File: src/rtl/core/carstep_pkg.sv
// Package for the cellular automaton row stepper.
// Result word type, queue push bundle, register indexes and size constants.
// No dependencies.
`timescale 1ns / 1ps

package carstep_pkg;

    // Column index width on the result port (index is taken modulo 4096)
    localparam int IDX_W           = 12;
    // Threshold register width
    localparam int THR_W           = 4;
    // Default row length limit
    localparam int MAX_COLUMNS_DEF = 4096;

    // Configuration register indexes
    localparam int          CFG_IDX_W         = 1;
    localparam logic [0:0]  REG_MIN_NEIGHBORS = 1'd0;
    localparam logic [0:0]  REG_MAX_NEIGHBORS = 1'd1;

    localparam logic [THR_W-1:0] MIN_NEIGHBORS_RST = 4'd3;
    localparam logic [THR_W-1:0] MAX_NEIGHBORS_RST = 4'd5;

    // Result queue sizing: up to three words pushed per input word
    localparam int OQ_DEPTH = 4;
    localparam int PUSH_MAX = 3;
    localparam int NUM_W    = 2;

    // Column packing: bit0 upper, bit1 middle, bit2 lower
    typedef logic [2:0] column_t;

    typedef struct packed {
        logic [IDX_W-1:0] column_index;
        logic             alive;
        logic             row_done;
        logic             row_error;
    } result_t;

    typedef struct packed {
        logic [NUM_W-1:0]          num;
        result_t [PUSH_MAX-1:0]    words;
    } push_t;

    typedef struct packed {
        logic room_one;
        logic room_three;
    } oq_status_t;

endpackage

File: src/rtl/core/carstep_cell.sv
// Column cell of the window chain: holds one packed column of three cells.
// Depends on carstep_pkg.
`timescale 1ns / 1ps

module carstep_cell
    import carstep_pkg::*;
(
    input  logic    aclk,
    input  logic    aresetn,
    input  logic    clear,
    input  logic    load,
    input  column_t d,
    output column_t q
);

    column_t col_reg;

    // End of row clears, otherwise take the input column d on load
    always_ff @(posedge aclk) begin
        if (!aresetn) begin
            col_reg <= '0;
        end else begin
            priority if (clear) begin
                col_reg <= '0;
            end else if (load) begin
                col_reg <= d;
            end else begin
                col_reg <= col_reg;
            end
        end
    end

    assign q = col_reg;

endmodule

File: src/rtl/core/carstep_rule.sv
// Next-state rule for one cell: eight-neighbour count against two thresholds.
// Depends on carstep_pkg.
`timescale 1ns / 1ps

module carstep_rule
    import carstep_pkg::*;
(
    input  column_t           left,
    input  column_t           center,
    input  column_t           right,
    input  logic [THR_W-1:0]  min_neighbors,
    input  logic [THR_W-1:0]  max_neighbors,
    output logic              alive
);

    logic [THR_W-1:0] cnt;

    // Centre column contributes only its upper and lower cells
    always_comb begin
        cnt = THR_W'(left[0]) + THR_W'(left[1]) + THR_W'(left[2])
            + THR_W'(right[0]) + THR_W'(right[1]) + THR_W'(right[2])
            + THR_W'(center[0]) + THR_W'(center[2]);
        alive = (cnt >= min_neighbors) && (cnt <= max_neighbors);
    end

endmodule

File: src/rtl/core/carstep_outq.sv
// Result queue: up to three words in per cycle; one out per ready cycle.
// Depends on carstep_pkg.
`timescale 1ns / 1ps

module carstep_outq
    import carstep_pkg::*;
(
    input  logic       aclk,
    input  logic       aresetn,
    input  push_t      push_i,
    output oq_status_t status_o,
    output logic       m_valid,
    input  logic       m_ready,
    output result_t    head_o
);

    localparam int PTR_W = $clog2(OQ_DEPTH);
    localparam int CNT_W = $clog2(OQ_DEPTH + 1);

    result_t          mem_reg [OQ_DEPTH];
    logic [PTR_W-1:0] wr_ptr_reg;
    logic [PTR_W-1:0] rd_ptr_reg;
    logic [CNT_W-1:0] count_reg;
    logic             pop;

    assign pop = m_valid && m_ready;

    // Pointers and fill level
    always_ff @(posedge aclk) begin
        if (!aresetn) begin
            wr_ptr_reg <= '0;
            rd_ptr_reg <= '0;
            count_reg  <= '0;
        end else begin
            wr_ptr_reg <= wr_ptr_reg + PTR_W'(push_i.num);
            rd_ptr_reg <= rd_ptr_reg + PTR_W'(pop);
            count_reg  <= count_reg + CNT_W'(push_i.num) - CNT_W'(pop);
        end
    end

    // Storage: words land at consecutive slots from the write pointer
    always_ff @(posedge aclk) begin
        for (int k = 0; k < PUSH_MAX; k++) begin
            if (NUM_W'(k) < push_i.num) begin
                mem_reg[wr_ptr_reg + PTR_W'(k)] <= push_i.words[k];
            end
        end
    end

    assign m_valid             = (count_reg != '0);
    assign head_o              = mem_reg[rd_ptr_reg];
    assign status_o.room_one   = (count_reg <= CNT_W'(OQ_DEPTH - 1));
    assign status_o.room_three = (count_reg <= CNT_W'(OQ_DEPTH - PUSH_MAX));

endmodule

File: src/rtl/core/cellular_automaton_row_stepper_top.sv
// Top level of the cellular automaton row stepper.
// Depends on carstep_pkg, carstep_cell, carstep_rule and carstep_outq.
//
//   Channel  Direction  Handshake           Payload
//   s_       in         s_valid / s_ready   upper, middle, lower cell, last_column
//   m_       out        m_valid / m_ready   column_index, alive, row_done, row_error
//   cfg_     in         cfg_we              cfg_index, cfg_data (thresholds)
//
// One column word is taken per cycle while s_ready is high; its result is queued in
// the same cycle and shows on m_ behind earlier words. The last column of a row
// pushes three results into the four-word result queue and needs room for all
// three; an error word needs room for one. The first two columns of a row push
// nothing, so with m_ready held high the queue drains and words flow every cycle.
// Input stalls come only from lack of queue room. Reset is synchronous and
// clears the window chain, column count and queue; thresholds go to 3 and 5.
`timescale 1ns / 1ps

module cellular_automaton_row_stepper_top
    import carstep_pkg::*;
#(
    parameter int MAX_COLUMNS = MAX_COLUMNS_DEF
) (
    input  logic                 aclk,
    input  logic                 aresetn,
    // configuration
    input  logic                 cfg_we,
    input  logic [CFG_IDX_W-1:0] cfg_index,
    input  logic [THR_W-1:0]     cfg_data,
    // column words in
    input  logic                 s_valid,
    output logic                 s_ready,
    input  logic                 s_upper_cell,
    input  logic                 s_middle_cell,
    input  logic                 s_lower_cell,
    input  logic                 s_last_column,
    // result words out
    output logic                 m_valid,
    input  logic                 m_ready,
    output logic [IDX_W-1:0]     m_column_index,
    output logic                 m_alive,
    output logic                 m_row_done,
    output logic                 m_row_error
);

    // Count saturates at MAX_COLUMNS + 1
    localparam int CNT_W = $clog2(MAX_COLUMNS + 2);

    logic [THR_W-1:0] min_reg;
    logic [THR_W-1:0] max_reg;
    logic [CNT_W-1:0] seen_reg;
    logic [CNT_W-1:0] seen_next;

    column_t    col_in;
    column_t    first_q, second_q, newer_q, older_q;
    logic       accept;
    logic       in_range;
    logic       row_err;
    logic       row_end;
    logic       alive_mid, alive_last, alive_wrap;
    logic [CNT_W-1:0] seen_m1;
    push_t      push;
    oq_status_t oq_status;
    result_t    head;

    assign col_in   = {s_lower_cell, s_middle_cell, s_upper_cell};
    assign accept   = s_valid && s_ready;
    assign in_range = (seen_reg < CNT_W'(MAX_COLUMNS));
    assign row_err  = (seen_reg < CNT_W'(2)) || !in_range;
    assign row_end  = accept && s_last_column;
    assign seen_m1  = seen_reg - CNT_W'(1);

    // Room for this word's results decides ready
    assign s_ready = (s_last_column && !row_err) ? oq_status.room_three : oq_status.room_one;

    // Threshold registers
    always_ff @(posedge aclk) begin
        if (!aresetn) begin
            min_reg <= MIN_NEIGHBORS_RST;
            max_reg <= MAX_NEIGHBORS_RST;
        end else if (cfg_we) begin
            unique case (cfg_index)
                REG_MIN_NEIGHBORS: min_reg <= cfg_data;
                REG_MAX_NEIGHBORS: max_reg <= cfg_data;
                default: ;
            endcase
        end
    end

    // Column count within the row
    always_comb begin
        seen_next = seen_reg;
        if (seen_reg <= CNT_W'(MAX_COLUMNS)) begin
            seen_next = seen_reg + CNT_W'(1);
        end
    end

    always_ff @(posedge aclk) begin
        if (!aresetn) begin
            seen_reg <= '0;
        end else if (accept) begin
            seen_reg <= s_last_column ? '0 : seen_next;
        end
    end

    // Window chain: input -> newer -> older; first two columns held for wrap
    carstep_cell u_first (
        .aclk(aclk), .aresetn(aresetn), .clear(row_end),
        .load(accept && (seen_reg == '0)), .d(col_in), .q(first_q)
    );

    carstep_cell u_second (
        .aclk(aclk), .aresetn(aresetn), .clear(row_end),
        .load(accept && (seen_reg == CNT_W'(1))), .d(col_in), .q(second_q)
    );

    carstep_cell u_newer (
        .aclk(aclk), .aresetn(aresetn), .clear(row_end),
        .load(accept && in_range), .d(col_in), .q(newer_q)
    );

    carstep_cell u_older (
        .aclk(aclk), .aresetn(aresetn), .clear(row_end),
        .load(accept && in_range), .d(newer_q), .q(older_q)
    );

    // Rules: column n-1, then at row end column n and column 0
    carstep_rule u_rule_mid (
        .left(older_q), .center(newer_q), .right(col_in),
        .min_neighbors(min_reg), .max_neighbors(max_reg), .alive(alive_mid)
    );

    carstep_rule u_rule_last (
        .left(newer_q), .center(col_in), .right(first_q),
        .min_neighbors(min_reg), .max_neighbors(max_reg), .alive(alive_last)
    );

    carstep_rule u_rule_wrap (
        .left(col_in), .center(first_q), .right(second_q),
        .min_neighbors(min_reg), .max_neighbors(max_reg), .alive(alive_wrap)
    );

    // Result words for this input word
    always_comb begin
        push = '0;
        push.words[0].column_index = IDX_W'(seen_m1);
        push.words[0].alive        = alive_mid;
        push.words[1].column_index = IDX_W'(seen_reg);
        push.words[1].alive        = alive_last;
        push.words[2].column_index = '0;
        push.words[2].alive        = alive_wrap;
        push.words[2].row_done     = 1'b1;
        if (accept) begin
            priority if (s_last_column && row_err) begin
                push.num      = NUM_W'(1);
                push.words[0] = '{column_index: '0, alive: 1'b0,
                                  row_done: 1'b1, row_error: 1'b1};
            end else if (s_last_column) begin
                push.num = NUM_W'(PUSH_MAX);
            end else if (!row_err) begin
                push.num = NUM_W'(1);
            end else begin
                push.num = '0;
            end
        end
    end

    carstep_outq u_outq (
        .aclk(aclk), .aresetn(aresetn), .push_i(push), .status_o(oq_status),
        .m_valid(m_valid), .m_ready(m_ready), .head_o(head)
    );

    assign m_column_index = head.column_index;
    assign m_alive        = head.alive;
    assign m_row_done     = head.row_done;
    assign m_row_error    = head.row_error;

endmodule
File: config.mk
export PLATFORM = sky130hd
export DESIGN_NAME = cellular_automaton_row_stepper_top
export DESIGN_NICKNAME = d
export VERILOG_FILES = /design/src/rtl/core/carstep_pkg.sv /design/src/rtl/core/carstep_cell.sv /design/src/rtl/core/carstep_rule.sv /design/src/rtl/core/carstep_outq.sv /design/src/rtl/core/cellular_automaton_row_stepper_top.sv
export SDC_FILE = /design/constraint.sdc
export NUM_CORES = 1
export LEC_CHECK = 0
export ABC_AREA = 1
export BUFFER_PORTS_ARGS = -buffer_cell sky130_fd_sc_hd__buf_2
export CAP_MARGIN = 25
export CORE_MARGIN = 2
export CORE_UTILIZATION = 40
export DETAILED_ROUTE_END_ITERATION = 16
export SLEW_MARGIN = 40
export SYNTH_ARGS = -nofsm -noshare
export SYNTH_HDL_FRONTEND = slang
export SYNTH_HIERARCHICAL = 1
export SYNTH_SLANG_ARGS = --single-unit
File: constraint.sdc
create_clock -name aclk -period 4.85 [get_ports aclk]
set_input_delay 1.2125 -clock aclk [delete_from_list [all_inputs] [get_ports aclk]]
set_output_delay 1.2125 -clock aclk [all_outputs]
set_load 0.05 [all_outputs]
==> results of run 1 <==
## logic make-up (layout without fill, tap and decap cells)
group                      Yosys count  after routing
adders and majority gates           53             53
other                                2             50
and+or+nand+nor                    565            565
DFF                                100            100
xor gates and xnor gates            20             20
buffers and inverters              203            221
AOI/OAI and AO/OA                  106            106
## layout make-up
class	instances	area share, %
sequential	100	31.4
clock buffer	9	2.72
inverter	160	7.28
clock inverter	7	0.786
multi-input combinational	794	50.7
tap	229	3.46
timing repair buffer	45	3.63
## worst max-delay path: stages
cell and delay, ps:
buf_2 120, inv_1 70, fa_1 560, fa_1 450, fa_1 500, inv_1 50, ha_1 200, fa_1 380
xor2_1 220, ha_1 270, nand2_1 60, inv_1 50, nand3_1 60, nand3_1 80, nand2_1 80, inv_1 70
inv_1 90, o21ai_0 80
## per-layer routing
layer | global-route usage [%] | vias up
li1 | - | 3414
met5 | 0 | -
met4 | 6.21 | 2
met3 | 2.72 | 23
met1 | 27.5 | 2965
met2 | 33.0 | 140
## layout by cell type (no fill, tap or decap), drive strengths merged
cell type  count
edfxtp        60
ha            40
a21oi         36
fa            13
nor3b          3
nor3           5
o22ai         15
nand2        341
o21ai         54
inv          164
nand4         20
clkinv         3
a31oi          1
dfxtp         40
xnor2          5
buf           45
nor2          96
conb          50
clkbuf         9
xor2          15
nand3        100
## final timing paths
| path | from | end | slack, ps |
|---|---|---|---|
| min reg2reg | u_second/q[0] | u_second/q[0] | 470 |
| min | u_second/q[0] | u_second/q[0] | 470 |
| max | s_upper_cell | u_outq/mem_reg[1][2] | 360 |
| max reg2reg | u_older/q[0] | u_outq/mem_reg[1][2] | 850 |
## metrics by stage
stage                     hold slack, ps  setup slack [ps]  instances
after global placement               454              36.1       1328
after detailed placement             455             -8.39       1328
after CTS                            467               376       1344
after global routing                 505               151       1344
after floorplan                      440               360       1097
final                                466               361       1344
## power by group
group	internal, mW	switching, mW
clock network	0.364	0.371
registers	1.07	0.0647
logic	0.587	1.22
==> out/qor.yml, run 1 <==
synth:
  syn_inst: 1049
  yosysWarnings: 6
  synthMuxAreaShare_pct: 0
  synth_top_family_by_area: "simple AND/OR/NAND/NOR gates"
  yosys.area.top_type: "edfxtp_1"
  synth.avg_cell_area_um2: 7.13
  ys_types: 36
  synth-simple-area-share_pct: 33.2
  synth-seq-cells: 100
  yosysSeqAreaShare_pct: 34.8
  synth_area_um2: 7480
  synthFlopType: "edfxtp_1"
  synth-adder-area-share_pct: 10.2
  synthTopCellsByArea: "edfxtp_1 (24%), nand2_1 (17%), dfxtp_1 (11%)"
  synth-async-reset-ratio_pct: 0
  synthXorXnorAreaFrac_pct: 2.34
  synth_top_area_share_pct: 24.1
  synth-edff-count: 60
  synth_commonest_cells: "nand2_1 (331), inv_1 (155), nand3_1 (93)"
  synth-compound-area-share_pct: 7.97
  yosysMostFrequentCell: "nand2_1"
routing:
  routed.top_layer: "met5"
  drt.antenna.violating_nets: 0
  wl_um: 19300
  routedWlPerCell_um: 14.3
  drc: 0
  via_count: 6544
  via_per_inst: 4.87
  met1_length_um: 9240
  route.met3.wl_um: 832
  first_pass_iters: 7
  drt_iter0_drc: 451
  route.met2.wl_um: 8910
cells_and_area:
  finalNetCount: 1177
  nFillCells: 1878
  fin_area_um2: 8280
  syn_to_final_growth_pct: 10.8
  largest_reg_flops: 60
  utilization_pct: 45.6
  ff_latch_area_um2: 2600
  multi_input_area_um2: 4200
  diodes: 0
  drive_above_1_share_pct: 9.96
pwr:
  power_density_nw_per_um2: 444
  finalPower_mw: 3.68
  ir_drop_uv: 201
  p_leak_nw: 3.94
grt:
  grt_max_degree: 34
  track_usage_pct: 20.0
  grt_pass1_vias: 6156
  grt-ovfl-total: 0
  grt_pass1_wl_um: 31800
  antenna_found_initial: 1
worst_setup_path:
  r2r_cells: 21
  crit_arrival_ps: 4590
  crit_fanout: 5
  critPathCaptureType: "flip-flop"
  cp.required_ps: 4960
  crit_path_start_kind: "input port"
  crit_type: "input port to flip-flop"
clock_network:
  cts.reportedPaths.clkPinSlew_ps: 80
  cts-resized-gates: 0
  clock-sinks: 100
  clkLatencyLatePin_ps: 360
  cts_made_buffers: 9
  cts_max_path_buffers: 2
  htree_levels: 3
  cts_setup_buffers: 0
  ctsHoldBuffers: 0
  cts_tree: "built"
  ctsRootBufferMaster: "clkbuf_16"
die:
  ioPinCount: 31
  dieHeight_um: 141
  initial_utilization_pct: 41.2
  die_w_um: 141
  rows: 49
  die_area_um2: 19800
  core_area_um2: 18100
timing:
  setup_tns_ps: 0
  hold_viol_final: 0
  period_minus_slack_ps: 4490
  slew_headroom_pct: 49.6
  finalSetupViolations: 0
  maxSlewViolCount: 0
  grt_setup_unrepaired: "no"
  timing.fmax_ghz: 0.223
  post-route-period-util_pct: 92.5
  fin_skew_ps: 16.6
  tightest_slew_ps: 750
placed_design:
  gp_congestion: 0.868
  placed_area_um2: 7990
  io_buffers: 30
  dp_hpwl_um: 13500
run:
  max_cap_violations: 0
min_path:
  hold_class: "flip-flop to flip-flop"
  hold_path_depth: 2
outcome:
  outcome: "completed"
No activity file was read; power rests on OpenSTA's default activity.
==> inputs of run 2 (changes only) <==
- CORE_ASPECT_RATIO: unset -> 1.2
- CORE_UTILIZATION: 40 -> 63
- PLACE_DENSITY: unset -> 0.81
- SYNTH_HIERARCHICAL: 1 -> unset
==> out/qor.yml, run 2 <==
die:
  die_area_um2: 11500
  die_w_um: 98.4
  rows: 41
  ioPinCount: 31
  core_area_um2: 10500
  dieHeight_um: 117
  initial_utilization_pct: 64.4
synth:
  synth-edff-count: 4
  ys_types: 37
  synthMuxAreaShare_pct: 0
  yosys.area.top_type: "dfxtp_1"
  synth-simple-area-share_pct: 32.2
  yosysMostFrequentCell: "nand2_1"
  synth.avg_cell_area_um2: 6.66
  synth-adder-area-share_pct: 11.7
  synthFlopType: "dfxtp_1"
  syn_inst: 1012
  yosysSeqAreaShare_pct: 30.3
  synth_commonest_cells: "nand2_1 (256), nor2_1 (175), inv_1 (144)"
  synth_top_area_share_pct: 28.5
  synth-compound-area-share_pct: 11.2
  syn-num-nets: 1081
  yosysWarnings: 0
  synth-seq-cells: 100
  synth-async-reset-ratio_pct: 0
  synth_top_family_by_area: "simple AND/OR/NAND/NOR gates"
  synthXorXnorAreaFrac_pct: 2.21
  synthTopCellsByArea: "dfxtp_1 (29%), nand2_1 (14%), nor2_1 (9.8%)"
  synth_area_um2: 6740
worst_setup_path:
  crit_type: "input port to flip-flop"
  reg2reg_slack_ps: 830
  crit_arrival_ps: 4690
  crit_path_start_kind: "input port"
  rr_endpoint: "u_outq.mem_reg[2][2]"
  cp.required_ps: 4920
  crit_fanout: 4
  critPathCaptureType: "flip-flop"
  cp-endpoint: "u_outq.mem_reg[2][2]"
  r2r_start: "u_newer.q[0]"
  r2r_cells: 15
  startpoint: "s_upper_cell"
timing:
  period_minus_slack_ps: 4630
  slew_headroom_pct: 44.8
  finalSetupViolations: 0
  grt_setup_unrepaired: "no"
  timing.fmax_ghz: 0.216
  fin_skew_ps: 9.51
  hold_viol_final: 0
  post-route-period-util_pct: 95.4
  maxSlewViolCount: 0
  tightest_slew_ps: 827
cells_and_area:
  fin_area_um2: 7110
  finalNetCount: 1086
  nFillCells: 946
  final_cell_mix: "nand2_1 (256), nor2_1 (173), inv_1 (142), dfxtp_1 (96), a21oi_1 (67)"
  diodes: 0
  final_common_cell: "nand2_1"
  finalNonFillerCells: 1150
  drive_above_1_share_pct: 8.72
  syn_to_final_growth_pct: 5.61
  largest_reg_flops: 60
placed_design:
  gp_congestion: 0.929
  placed_area_um2: 6840
  dp_hpwl_um: 11500
  dp.cells: 1135
  io_buffers: 30
pwr:
  p_leak_nw: 3.65
  ir_drop_uv: 242
  power_density_nw_per_um2: 517
routing:
  via_count: 6194
  drt.antenna.violating_nets: 0
  routedWlPerCell_um: 14.1
  wl_um: 16200
  via_per_inst: 5.39
  drt_iter0_drc: 524
  first_pass_iters: 6
  drc: 0
grt:
  antenna_found_initial: 0
  grt_pass1_wl_um: 26800
  grt_pass1_vias: 5759
  track_usage_pct: 28.9
  grt-ovfl-total: 0
  grt_max_degree: 30
min_path:
  min_from: "u_outq.mem_reg[2][1]"
  hold_class: "flip-flop to flip-flop"
run:
  max_cap_violations: 0
clock_network:
  ctsHoldBuffers: 0
  cts_setup_buffers: 0
  cts.reportedPaths.clkPinSlew_ps: 70
  clock-sinks: 100
  ctsRootBufferMaster: "clkbuf_16"
  htree_levels: 3
  cts_max_path_buffers: 2
  cts_tree: "built"
  clkLatencyLatePin_ps: 350
  cts-resized-gates: 0
  cts_made_buffers: 9
outcome:
  outcome: "completed"
run 2: kinds of logic (layout without fill, tap and decap cells):
group,after synthesis,count (layout)
simple gates,512,512
buf+inv,193,202
compound gates,135,135
flops,100,100
fa+ha+maj,55,55
xor+xnor,17,17
run 2: per-stage QoR:
stage | total power [mW] | setup WS, ps | setup TNS (ps) | hold slack [ps] | util [%]
after detailed placement | 3.01 | -61.6 | -184 | 442 | 65.4
after global routing | 3.96 | 58.8 | 0 | 483 | 68.0
after global placement | 2.96 | -7.46 | -7.49 | 439 | 65.3
after floorplan | 2.64 | 274 | 0 | 424 | -
final | 3.68 | 221 | 0 | 459 | 68.0
after CTS | 3.68 | 253 | 0 | 459 | 68.0
run 2: power breakdown:
part	leakage [nW]	switching [mW]	total, mW	internal (mW)
Sequential	0.832	0.129	1.21	1.08
Combinational	2.69	1.25	1.80	0.552
Clock	0.125	0.307	0.668	0.361
Total	3.65	1.68	3.68	2.00
run 2: final cells by class:
type                            count  area [µm²]  share of cell area (%)
Clock buffer                       12         246                    3.46
Clock inverter                      3        23.8                   0.334
Inverter                          151         569                    8.00
Multi-Input combinational cell    719        3880                    54.5
Sequential cell                   100        2040                    28.7
Tap cell                          129         161                    2.27
Timing Repair Buffer               36         195                    2.74
run 2: critical path, cell delays in order:
cell      delay (ps)
buf_2            100
ha_1             270
inv_1             50
fa_1             490
fa_1             430
fa_1             410
fa_1             490
inv_1             60
ha_1             260
inv_1             50
a21oi_1           40
o21a_1           160
o21a_1           150
o21ai_0          190
inv_1            130
nand2_1          100
o211ai_1          90
run 2: worst min path at each step:
stage | endpoint | slack, ps | depth (start not counted)
2_1_floorplan | u_outq.mem_reg[1][1] | 420 | 2
3_3_place_gp | u_outq.mem_reg[1][1] | 440 | 2
3_5_place_dp | u_outq.mem_reg[2][1] | 440 | 2
4_1_cts | u_outq.mem_reg[2][1] | 460 | 2
5_1_grt | u_second.q[0] | 480 | 2
6_report | u_outq.mem_reg[2][1] | 460 | 2
run 2: routing by layer:
metal	wire length (µm)	GRT usage [%]	part of all wire (%)
met1	6790	35.3	42
met2	7880	50.8	49
met3	1060	3.74	6.5
met4	492	13.7	3.0
met5	0	0	0
